$ cat config.mk
export PLATFORM = sky130hd
export DESIGN_NAME = byte_list_with_compaction_unit
export DESIGN_NICKNAME = d
export VERILOG_FILES = /design/src/sv/blcu_pkg.sv /design/src/sv/blcu_cell.sv /design/src/sv/byte_list_with_compaction_unit.sv
export VERILOG_INCLUDE_DIRS = /design/src /design/src/sv
export SDC_FILE = /design/constraint.sdc
export NUM_CORES = 1
export LEC_CHECK = 0
export ABC_AREA = 1
export BUFFER_PORTS_ARGS = -buffer_cell sky130_fd_sc_hd__buf_2
export CAP_MARGIN = 20
export CORE_MARGIN = 8
export CORE_UTILIZATION = 30
export CTS_BUF_LIST = sky130_fd_sc_hd__clkbuf_4 sky130_fd_sc_hd__clkbuf_8
export DETAILED_ROUTE_END_ITERATION = 7
export MAX_ROUTING_LAYER = met4
export PLACE_DENSITY_LB_ADDON = 0.25
export SYNTH_ARGS = -nofsm -noshare
export SYNTH_HDL_FRONTEND = slang
export SYNTH_SLANG_ARGS = --single-unit
$ cat constraint.sdc
create_clock -name i_clk -period 7.7 [get_ports i_clk]
set_clock_uncertainty 0.1 [all_clocks]
set_input_delay 0.77 -clock i_clk [delete_from_list [all_inputs] [get_ports i_clk]]
set_output_delay 0.77 -clock i_clk [all_outputs]
set_load 0.005 [all_outputs]
$ cat src/sv/assert_macros.svh
// ----------------------------------------------------------------------------
// assert_macros.svh
// Concurrent assertion macros shared by the RTL; empty under synthesis.
// ----------------------------------------------------------------------------
`ifndef ASSERT_MACROS_SVH
`define ASSERT_MACROS_SVH

`ifndef SYNTHESIS

// Clocked check, disabled while reset is asserted (active low).
`define ASSERT_CLK(lbl, clk, rst_n, prop, msg) \
    lbl: assert property (@(posedge clk) disable iff (!(rst_n)) (prop)) \
        else $error(msg);

// Clocked check that also holds during reset.
`define ASSERT_ALWAYS(lbl, clk, prop, msg) \
    lbl: assert property (@(posedge clk) (prop)) \
        else $error(msg);

`else

`define ASSERT_CLK(lbl, clk, rst_n, prop, msg)
`define ASSERT_ALWAYS(lbl, clk, prop, msg)

`endif

`endif

$ cat src/sv/blcu_pkg.sv
// ----------------------------------------------------------------------------
// blcu_pkg
// Types and constants of the byte list with compaction.
// ----------------------------------------------------------------------------
`timescale 1ns / 1ps
`default_nettype none

package blcu_pkg;

    localparam int DEPTH  = 64;
    localparam int IDX_W  = 6;
    localparam int CNT_W  = 7;
    localparam int DATA_W = 8;

    typedef enum logic [1:0] {
        CMD_PUSH   = 2'd0,
        CMD_SET    = 2'd1,
        CMD_GET    = 2'd2,
        CMD_REMOVE = 2'd3
    } t_cmd;

    typedef struct packed {
        logic [1:0]        command;
        logic [IDX_W-1:0]  index;
        logic [DATA_W-1:0] value;
    } t_in_beat;

    typedef struct packed {
        logic              ok;
        logic [DATA_W-1:0] read_value;
        logic [CNT_W-1:0]  count;
    } t_out_beat;

    // Broadcast from the control to every cell of the row.
    typedef struct packed {
        logic              push_en;
        logic              set_en;
        logic              rem_en;
        logic [IDX_W-1:0]  idx;
        logic [CNT_W-1:0]  count;
        logic [DATA_W-1:0] value;
    } t_cell_ctrl;

endpackage

`default_nettype wire

$ cat src/sv/blcu_cell.sv
// ----------------------------------------------------------------------------
// blcu_cell
// One list slot: holds a byte, takes pushes and sets aimed at its position,
// and on remove takes its upper neighbor's byte or clears itself.
// ----------------------------------------------------------------------------
`timescale 1ns / 1ps
`default_nettype none

module blcu_cell #(
    parameter int CELL_POS = 0
) (
    input  wire                              i_clk,
    input  wire  blcu_pkg::t_cell_ctrl       i_ctrl,
    input  wire  [blcu_pkg::DATA_W-1:0]      i_next_data,
    output logic [blcu_pkg::DATA_W-1:0]      o_data,
    output logic [blcu_pkg::DATA_W-1:0]      o_rd_data
);

    localparam logic [blcu_pkg::IDX_W-1:0] MY_IDX  = blcu_pkg::IDX_W'(CELL_POS);
    localparam logic [blcu_pkg::CNT_W-1:0] MY_POS  = blcu_pkg::CNT_W'(CELL_POS);
    localparam logic [blcu_pkg::CNT_W-1:0] MY_LAST = blcu_pkg::CNT_W'(CELL_POS + 1);

    logic [blcu_pkg::DATA_W-1:0] r_data;
    logic [blcu_pkg::DATA_W-1:0] n_data;
    logic                        is_idx;
    logic                        is_tail;
    logic                        is_last;
    logic                        is_above;

    assign is_idx   = (i_ctrl.idx == MY_IDX);
    assign is_tail  = (i_ctrl.count == MY_POS);
    assign is_last  = (i_ctrl.count == MY_LAST);
    assign is_above = (MY_IDX >= i_ctrl.idx);

    always_comb begin
        n_data = r_data;
        if (i_ctrl.push_en && is_tail) begin
            n_data = i_ctrl.value;
        end else if (i_ctrl.set_en && is_idx) begin
            n_data = i_ctrl.value;
        end else if (i_ctrl.rem_en && is_last) begin
            n_data = '0;
        end else if (i_ctrl.rem_en && is_above) begin
            n_data = i_next_data;
        end
    end

    always_ff @(posedge i_clk) begin
        r_data <= n_data;
    end

    assign o_data    = r_data;
    assign o_rd_data = is_idx ? r_data : '0;

endmodule

`default_nettype wire

$ cat src/sv/byte_list_with_compaction_unit.sv
// ----------------------------------------------------------------------------
// byte_list_with_compaction_unit
// Ordered byte list with push, set, get and remove-with-compaction.
// ----------------------------------------------------------------------------
// Takes one command beat per cycle; its result beat appears in the output
// register on the next cycle and the input stalls only while that register
// is full and stalled downstream. Storage is a row of 64 byte cells: a
// remove moves every later entry down one place at once through
// the cell-to-cell links, and get selects the indexed cell directly.
// Set, get or remove at or beyond the count and a push onto a full list
// return ok=0. No clearing pass after reset: the count starts at zero.
`timescale 1ns / 1ps
`default_nettype none
`include "assert_macros.svh"

module byte_list_with_compaction_unit (
    input  wire                   i_clk,
    input  wire                   i_rst_n,
    input  wire                   i_in_valid,
    output logic                  o_in_stall,
    input  wire blcu_pkg::t_in_beat i_in_beat,
    output logic                  o_out_valid,
    input  wire                   i_out_stall,
    output blcu_pkg::t_out_beat   o_out_beat
);

    localparam int DEPTH = blcu_pkg::DEPTH;
    localparam logic [blcu_pkg::CNT_W-1:0] FULL = blcu_pkg::CNT_W'(DEPTH);

    logic [blcu_pkg::CNT_W-1:0]  r_count;
    logic [blcu_pkg::CNT_W-1:0]  n_count;
    logic                        r_out_valid;
    blcu_pkg::t_out_beat         r_out_beat;
    blcu_pkg::t_out_beat         n_out_beat;
    blcu_pkg::t_cell_ctrl        ctrl;

    logic                        accept;
    logic                        in_range;
    logic                        cmd_ok;
    logic [blcu_pkg::DATA_W-1:0] rd_any;

    logic [blcu_pkg::DATA_W-1:0] cell_data [DEPTH+1];
    logic [blcu_pkg::DATA_W-1:0] cell_rd   [DEPTH];

    assign o_in_stall = r_out_valid && i_out_stall;
    assign accept     = i_in_valid && !o_in_stall;
    assign in_range   = ({1'b0, i_in_beat.index} < r_count);

    always_comb begin
        case (i_in_beat.command)
            blcu_pkg::CMD_PUSH:   cmd_ok = (r_count != FULL);
            blcu_pkg::CMD_SET:    cmd_ok = in_range;
            blcu_pkg::CMD_GET:    cmd_ok = in_range;
            blcu_pkg::CMD_REMOVE: cmd_ok = in_range;
            default:              cmd_ok = 1'b0;
        endcase
    end

    always_comb begin
        ctrl.push_en = accept && cmd_ok && (i_in_beat.command == blcu_pkg::CMD_PUSH);
        ctrl.set_en  = accept && cmd_ok && (i_in_beat.command == blcu_pkg::CMD_SET);
        ctrl.rem_en  = accept && cmd_ok && (i_in_beat.command == blcu_pkg::CMD_REMOVE);
        ctrl.idx     = i_in_beat.index;
        ctrl.count   = r_count;
        ctrl.value   = i_in_beat.value;
    end

    assign cell_data[DEPTH] = '0;

    for (genvar g = 0; g < DEPTH; g++) begin : g_cell
        blcu_cell #(
            .CELL_POS (g)
        ) u_cell (
            .i_clk       (i_clk),
            .i_ctrl      (ctrl),
            .i_next_data (cell_data[g+1]),
            .o_data      (cell_data[g]),
            .o_rd_data   (cell_rd[g])
        );
    end

    always_comb begin
        rd_any = '0;
        for (int k = 0; k < DEPTH; k++) begin
            rd_any = rd_any | cell_rd[k];
        end
    end

    always_comb begin
        n_count = r_count;
        if (ctrl.push_en) begin
            n_count = r_count + 1'b1;
        end else if (ctrl.rem_en) begin
            n_count = r_count - 1'b1;
        end
        n_out_beat.ok         = cmd_ok;
        n_out_beat.read_value = (cmd_ok && (i_in_beat.command == blcu_pkg::CMD_GET))
                                ? rd_any : '0;
        n_out_beat.count      = n_count;
    end

    always_ff @(posedge i_clk) begin
        if (!i_rst_n) begin
            r_count     <= '0;
            r_out_valid <= 1'b0;
        end else begin
            r_count <= n_count;
            if (accept) begin
                r_out_valid <= 1'b1;
            end else if (!i_out_stall) begin
                r_out_valid <= 1'b0;
            end
        end
        if (accept) begin
            r_out_beat <= n_out_beat;
        end
    end

    assign o_out_valid = r_out_valid;
    assign o_out_beat  = r_out_beat;

    `ASSERT_CLK(a_count_bound, i_clk, i_rst_n, r_count <= FULL, "count beyond depth")
    `ASSERT_CLK(a_out_count, i_clk, i_rst_n, r_out_valid |-> (r_out_beat.count == r_count), "result count differs from list count")
    `ASSERT_CLK(a_fail_zero, i_clk, i_rst_n, (r_out_valid && !r_out_beat.ok) |-> (r_out_beat.read_value == '0), "failed command returned data")
    `ASSERT_CLK(a_count_hold, i_clk, i_rst_n, !accept |=> (r_count == $past(r_count)), "count moved without a command")
    `ASSERT_CLK(a_push_inc, i_clk, i_rst_n, ctrl.push_en |=> (r_count == $past(r_count) + 1'b1), "push did not grow the list")

endmodule

`default_nettype wire

==> results of run 1 <==
## cell type report
type	count	area share (%)
Tap cell	1380	4.96
Clock inverter	48	0.960
Multi-Input combinational cell	3189	39.5
Inverter	213	2.30
Antenna cell	16	0.115
Sequential cell	536	46.0
Timing Repair Buffer	74	1.44
Clock buffer	130	4.66
## cells in the final DEF, fill, tap and decap left out, types with 29 or more instances in the layout
cell      Yosys  routed
inv_1       197     196
nand2_1    1926    1926
nand4_1     184     184
o21ai_0     334     334
edfxtp_1    528     528
clkinv_1      3      29
nand2_2      33      33
o21ai_1      38      38
nor2_1      358     356
nand3_1     170     170
buf_2        61      29
buf_4        17      43
clkbuf_8      0     104
## cell families (layout without fill, tap and decap cells)
family / count (synthesis) / count (layout) / synth area share [%]
compound gates: 437 / 437 / 7.40
xor+xnor: 8 / 8 / 0.223
fa+ha+maj: 10 / 10 / 0.399
buf+inv: 372 / 465 / 5.09
flops: 536 / 536 / 51.1
other cells: 0 / 16 / 0
simple gates: 2734 / 2734 / 35.8
## state kept, by name, summed over array words and instances, names as in the netlist
| register | flops |
|---|---|
| r_count | 7 |
| o_out_valid | 1 |
| g_cell.u_cell.o_data | 512 |
| o_out_beat | 16 |
## through the flow
stage	power (mW)	util (%)	cell area, sq um	std cells	setup slack [ns]
finish	6.56	33.6	34800	5586	3.08
global route	6.68	33.6	34800	5583	2.99
CTS	6.55	33.5	34700	5569	3.26
detailed placement	3.73	31.6	32800	5391	2.88
global placement	3.73	31.6	32800	5391	2.96
floorplan	3.49	-	31400	4097	4.55
## metal layers
layer | vias up | wire length (um) | global-route usage, %
met5 | - | 0 | -
met4 | 0 | 10000 | 13.8
met3 | 444 | 20100 | 7.76
met2 | 2141 | 69700 | 40.4
met1 | 14700 | 65600 | 36.2
li1 | 13700 | - | -
## worst max-delay path: cells and delay by family, from the launching register on
| family | cells | cell delay, ns |
|---|---|---|
| AND/OR/NAND/NOR | 6 | 1.54 |
| buffers and inverters | 3 | 1.40 |
| flip-flops | 1 | 0.54 |
| adder cells (fa/ha/maj) | 1 | 0.32 |
| AO/OA/AOI/OAI | 2 | 0.32 |
## worst max path at each step
stage	slack, ns	from	endpoint
floorplan	4.55	i_out_stall	g_cell[6].u_cell.o_data[0]
global placement	2.96	i_in_beat[9]	g_cell[62].u_cell.o_data[1]
detailed placement	2.88	i_in_beat[13]	g_cell[15].u_cell.o_data[1]
CTS	3.26	r_count[2]	g_cell[15].u_cell.o_data[5]
global route	2.99	r_count[2]	g_cell[15].u_cell.o_data[4]
finish	3.08	r_count[2]	g_cell[15].u_cell.o_data[5]
## where the power goes
group,internal [mW],switching (mW),leakage (nW)
clock,1.48,1.39,1.03
sequential,3.21,0.0299,4.83
combinational,0.0740,0.376,8.63
total,4.77,1.79,14.5
==> metrics.yaml, run 1 <==
synth:
  async_flop_share_pct: 0
  yosys_warnings: 0
  ys_top_cells_by_area: "edfxtp_1, nand2_1, o21ai_0"
  syn-cell-area_sq_um: 31400
  synth_ff_type: "edfxtp_1"
  yosysTopAreaCell: "edfxtp_1"
  ys_seq_elements: 536
  postSynthCellCount: 4097
  synth_top_cells_by_count: "nand2_1, edfxtp_1, nor2_1, o21ai_0, inv_1"
  synth_edf_count: 528
  synth_top_cell_area_share_pct: 50.5
  synth_nets: 4127
  seq_area_frac_synth_pct: 51.1
  syn_avg_cell_area_sq_um: 7.66
  synth.most_common_cell: "nand2_1"
  synthDistinctLibCells: 45
sta:
  tightest_slew_ns: 1.10
  period_needed_ns: 4.62
  rsz0062_at_grt: "false"
  final-setup-viol-count: 0
  slew_headroom_pct: 25.6
  holdWs_ns: 0.160
  fmax_mhz: 216
  period_share_pct: 60.0
  maxSlewViolCount: 0
  hold_viol: 0
  fin_tns_setup_ns: 0
worst_hold_path:
  hold_start: "i_in_valid"
  hold_end: "o_out_valid"
  min_path_cells: 3
  hold_class: "in2reg"
worst_setup_path:
  worstPathMaxFanout: 22
  worstReg2RegStart: "r_count[2]"
  r2r_cells: 12
  r2r_end: "g_cell[15].u_cell.o_data[5]"
  critical_path.endpoint_type: "flop"
  crit_chain: "inv_1 > ha_1 > a21oi_1 > nand2_1 > a21oi_2 > nand4_2 > inv_2 > buf_4 > nand2_1 > nand2_1 > nor2_1 > nand2_1"
  cpMostUsedCell: "nand2_1"
  r2r_slack_ns: 3.08
  slowest_delay_ns: 0.79
  cp_slowest_cell: "inv_2"
  critPathKind: "reg2reg"
  crit_path_start_kind: "flop"
  cp.arrival_ns: 4.96
  cp.required_ns: 8.04
floorplan:
  core_region_area_sq_um: 104000
  fp.dieH_um: 339
  start_util_pct: 30.3
  die_x_um: 339
  io_pins: 38
  die_area_sq_um: 115000
  rows: 118
clock_tree:
  postCtsSetupRepairBufs: 0
  root_buffer: "clkbuf_8"
  tritoncts: "built"
  cts_repair_resize_count: 0
  cts_buffers: 101
  clock_latency_ns: 0.81
  cts_hold_buf: 0
  clockBufferDepth: 3
  clk_pin_slew_ns: 0.06
  cts.htree.levels: 3
  clock-sinks: 536
route:
  drtIter0Drc: 4923
  dr.pass1.iters: 8
  drc_errors: 4
  detail-route-antenna-nets: 0
  vias: 31100
  route.detailed.wl_per_inst_um: 29.6
  viasPerCell: 5.56
  wirelength_mm: 165
final_layout:
  layout.nets: 4145
  fillCellCount: 11200
  syn_to_final_growth_pct: 10.9
  layout-drive-gt1-share_pct: 7.61
  final-seq-area_sq_um: 16000
  multi_input_area_sq_um: 13800
grt:
  grt_usage_pct: 28.1
  grt_pass1_wl_mm: 225
  grt_pass1_vias: 28500
  grt_max_degree: 48
  overflow: 0
  antenna_found_initial: 13
run:
  cap_violations: 0
place:
  gp_congestion: 1.09
  dpl.hpwl_mm: 124
  io_buffers: 37
power:
  power-per-cell-area_nw_per_um2: 188
  p_leak_nw: 14.5
  vdd_drop_max_mv: 0.109
outcome:
  status: "finished with violations"
  violations: "design-rule violations"
No activity file was read; power rests on OpenSTA's default activity.
==> run 2, diff against run 1 <==
ABC_AREA = 0   (was 1)
clock period = 4.3 ns   (was 7.7 ns; I/O delays follow)
==> run 2 against run 1 <==
  * The flow now finishes without violations
  * Flip-flop and latch count is the same
  * Combinational power grew 130%
  * Via count shrank 9.5%
  * Clock power grew 84%
  * Global-route usage grew 9.3 points
  * Sequential share of layout area shrank 2.4 points
  * Die area shrank 0.25%
  * Routed wire length grew 32%
  * Clock-buffer cell count is the same
  * Total power grew 86%
  * Worst hold slack lost 0.11 ns
  * Largest cell class unchanged
==> metrics.yaml, run 2 <==
final_layout:
  largest_reg_flops: 512
  fin_util_pct: 35.5
  layout_commonest_cell: "nand2_1"
  syn_to_final_growth_pct: 17.4
  layout_common_cells: "nand2_1, edfxtp_1, mux2i_1"
  layout-drive-gt1-share_pct: 19.5
  layout.nets: 3022
  fillCellCount: 10400
  stdcell_count: 4471
  final_area_sq_um: 36700
synth:
  synthDistinctLibCells: 81
  syn_avg_cell_area_sq_um: 11.2
  synth_top_cell_area_share_pct: 50.7
  syn-cell-area_sq_um: 31300
  ys_seq_elements: 536
  seq_area_frac_synth_pct: 51.2
  yosys_warnings: 0
  synth_nets: 2827
  ys_top_cells_by_area: "edfxtp_1, mux2i_1, nand2_1"
  async_flop_share_pct: 0
  synth_top_cells_by_count: "nand2_1, edfxtp_1, mux2i_1, clkbuf_1, a32oi_1"
  postSynthCellCount: 2797
  yosysTopAreaCell: "edfxtp_1"
  synth.most_common_cell: "nand2_1"
  synth_ff_type: "edfxtp_1"
  synth_edf_count: 528
sta:
  slew_headroom_pct: 9.83
  hold_viol: 0
  final-setup-viol-count: 0
  fmax_mhz: 275
  period_share_pct: 84.7
  maxSlewViolCount: 0
  period_needed_ns: 3.64
  rsz0062_at_grt: "false"
  tightest_slew_ns: 1.35
clock_tree:
  clock-sinks: 536
  clockBufferDepth: 3
  cts_repair_resize_count: 0
  clock_latency_ns: 0.85
  root_buffer: "clkbuf_8"
  cts_buffers: 99
  tritoncts: "built"
  clk_pin_slew_ns: 0.06
  cts.htree.levels: 3
grt:
  grt_usage_pct: 37.4
  antenna_found_initial: 32
  grt_max_degree: 45
  overflow: 0
  grt_pass1_wl_mm: 278
  grt_pass1_vias: 26800
outcome:
  status: "finished clean"
worst_hold_path:
  hold_start: "i_in_beat[14]"
  hold_class: "in2reg"
worst_setup_path:
  cp.arrival_ns: 4.00
  r2r_cells: 6
  critPathLaunch: "r_count[1]"
  crit_path_start_kind: "flop"
  critPathKind: "reg2reg"
  worstPathMaxFanout: 8
  crit_end: "g_cell[57].u_cell.o_data[0]"
  r2r_end: "g_cell[57].u_cell.o_data[0]"
  slowest_delay_ns: 0.82
  cp.required_ns: 4.66
  crit_chain: "inv_1 > ha_1 > nand2_1 > nor2_1 > a22o_1 > or3b_1"
  worstReg2RegStart: "r_count[1]"
  critical_path.endpoint_type: "flop"
  r2r_slack_ns: 0.66
  cp_slowest_cell: "nor2_1"
floorplan:
  io_pins: 38
  core_region_area_sq_um: 103000
  start_util_pct: 30.2
  rows: 118
  die_area_sq_um: 115000
  die_x_um: 339
  fp.dieH_um: 339
route:
  vias: 28100
  dr.pass1.iters: 6
  viasPerCell: 6.28
  wirelength_mm: 218
  detail-route-antenna-nets: 0
  drc_errors: 0
  route.detailed.wl_per_inst_um: 48.8
  drtIter0Drc: 4595
run:
  cap_violations: 0
place:
  dp.cells: 4259
  dpl.hpwl_mm: 172
  io_buffers: 37
  placed_area_sq_um: 34500
  gp_congestion: 1.08
power:
  power-per-cell-area_nw_per_um2: 332
  p_leak_nw: 13.0
  vdd_drop_max_mv: 0.228
run 2: how the worst min path moves through the flow:
stage,endpoint,slack (ns),cells past startpoint
finish,o_out_beat[15],0.05,3
global route,o_out_beat[15],0.05,3
CTS,o_out_beat[15],0.003,3
detailed placement,r_count[1],0.47,2
global placement,r_count[1],0.45,2
floorplan,r_count[1],0.43,2
run 2: layout make-up:
cell class                      count  area [sq um]  share of cell area, %
Inverter                           24          95.1                  0.259
Multi-Input combinational cell   1977         14000                   38.0
Clock buffer                      130          1610                   4.40
Clock inverter                     49           388                   1.06
Sequential cell                   536         16000                   43.6
Timing Repair Buffer              354          2860                   7.78
Tap cell                         1380          1730                   4.70
Antenna cell                       21          52.6                  0.143
run 2: where the power goes:
part	internal, mW	total (mW)	switching (mW)
clock network	2.81	5.29	2.49
logic	0.250	1.05	0.799
registers	5.76	5.87	0.107
run 2: cell families after synthesis:
kind of cell / after synthesis / share of synthesized area [%]
flops: 536 / 51.2
mux: 510 / 16.3
fa+ha+maj: 10 / 0.400
compound gates: 379 / 9.87
buf+inv: 284 / 4.61
simple gates: 1074 / 17.5
xor+xnor: 4 / 0.112
run 2: layer usage:
layer	vias to the layer above	share of wire [%]	track usage (%)
met1	14600	40	46.8
met5	-	0	-
met3	455	10	10.2
met2	1973	43	55.2
li1	11000	-	-
met4	0	6.5	19.1
run 2: repair_timing:
action / 4_1_cts / 5_1_grt
setup buffers: 0 / 0
hold buffers: 11 / 0
endpoints found under the hold margin: 16 / 0
run 2: through the flow:
step | TNS [ns] | hold slack (ns) | power, mW | setup slack [ns]
after floorplan | 0 | 0.428 | 6.33 | 1.34
after global placement | -0.771 | 0.449 | 6.97 | -0.543
after detailed placement | 0 | 0.472 | 6.96 | 0.0716
after CTS | 0 | 0.00337 | 12.2 | 0.738
after global routing | 0 | 0.0452 | 12.4 | 0.488
final | 0 | 0.0491 | 12.2 | 0.657
run 2: worst max-delay path, delay by kind of cell, from the launching register on:
| kind | cells | cell delay (ns) |
|---|---|---|
| buf+inv | 1 | 0.18 |
| flops | 1 | 0.35 |
| compound gates | 1 | 0.44 |
| simple gates | 3 | 1.75 |
| fa+ha+maj | 1 | 0.45 |
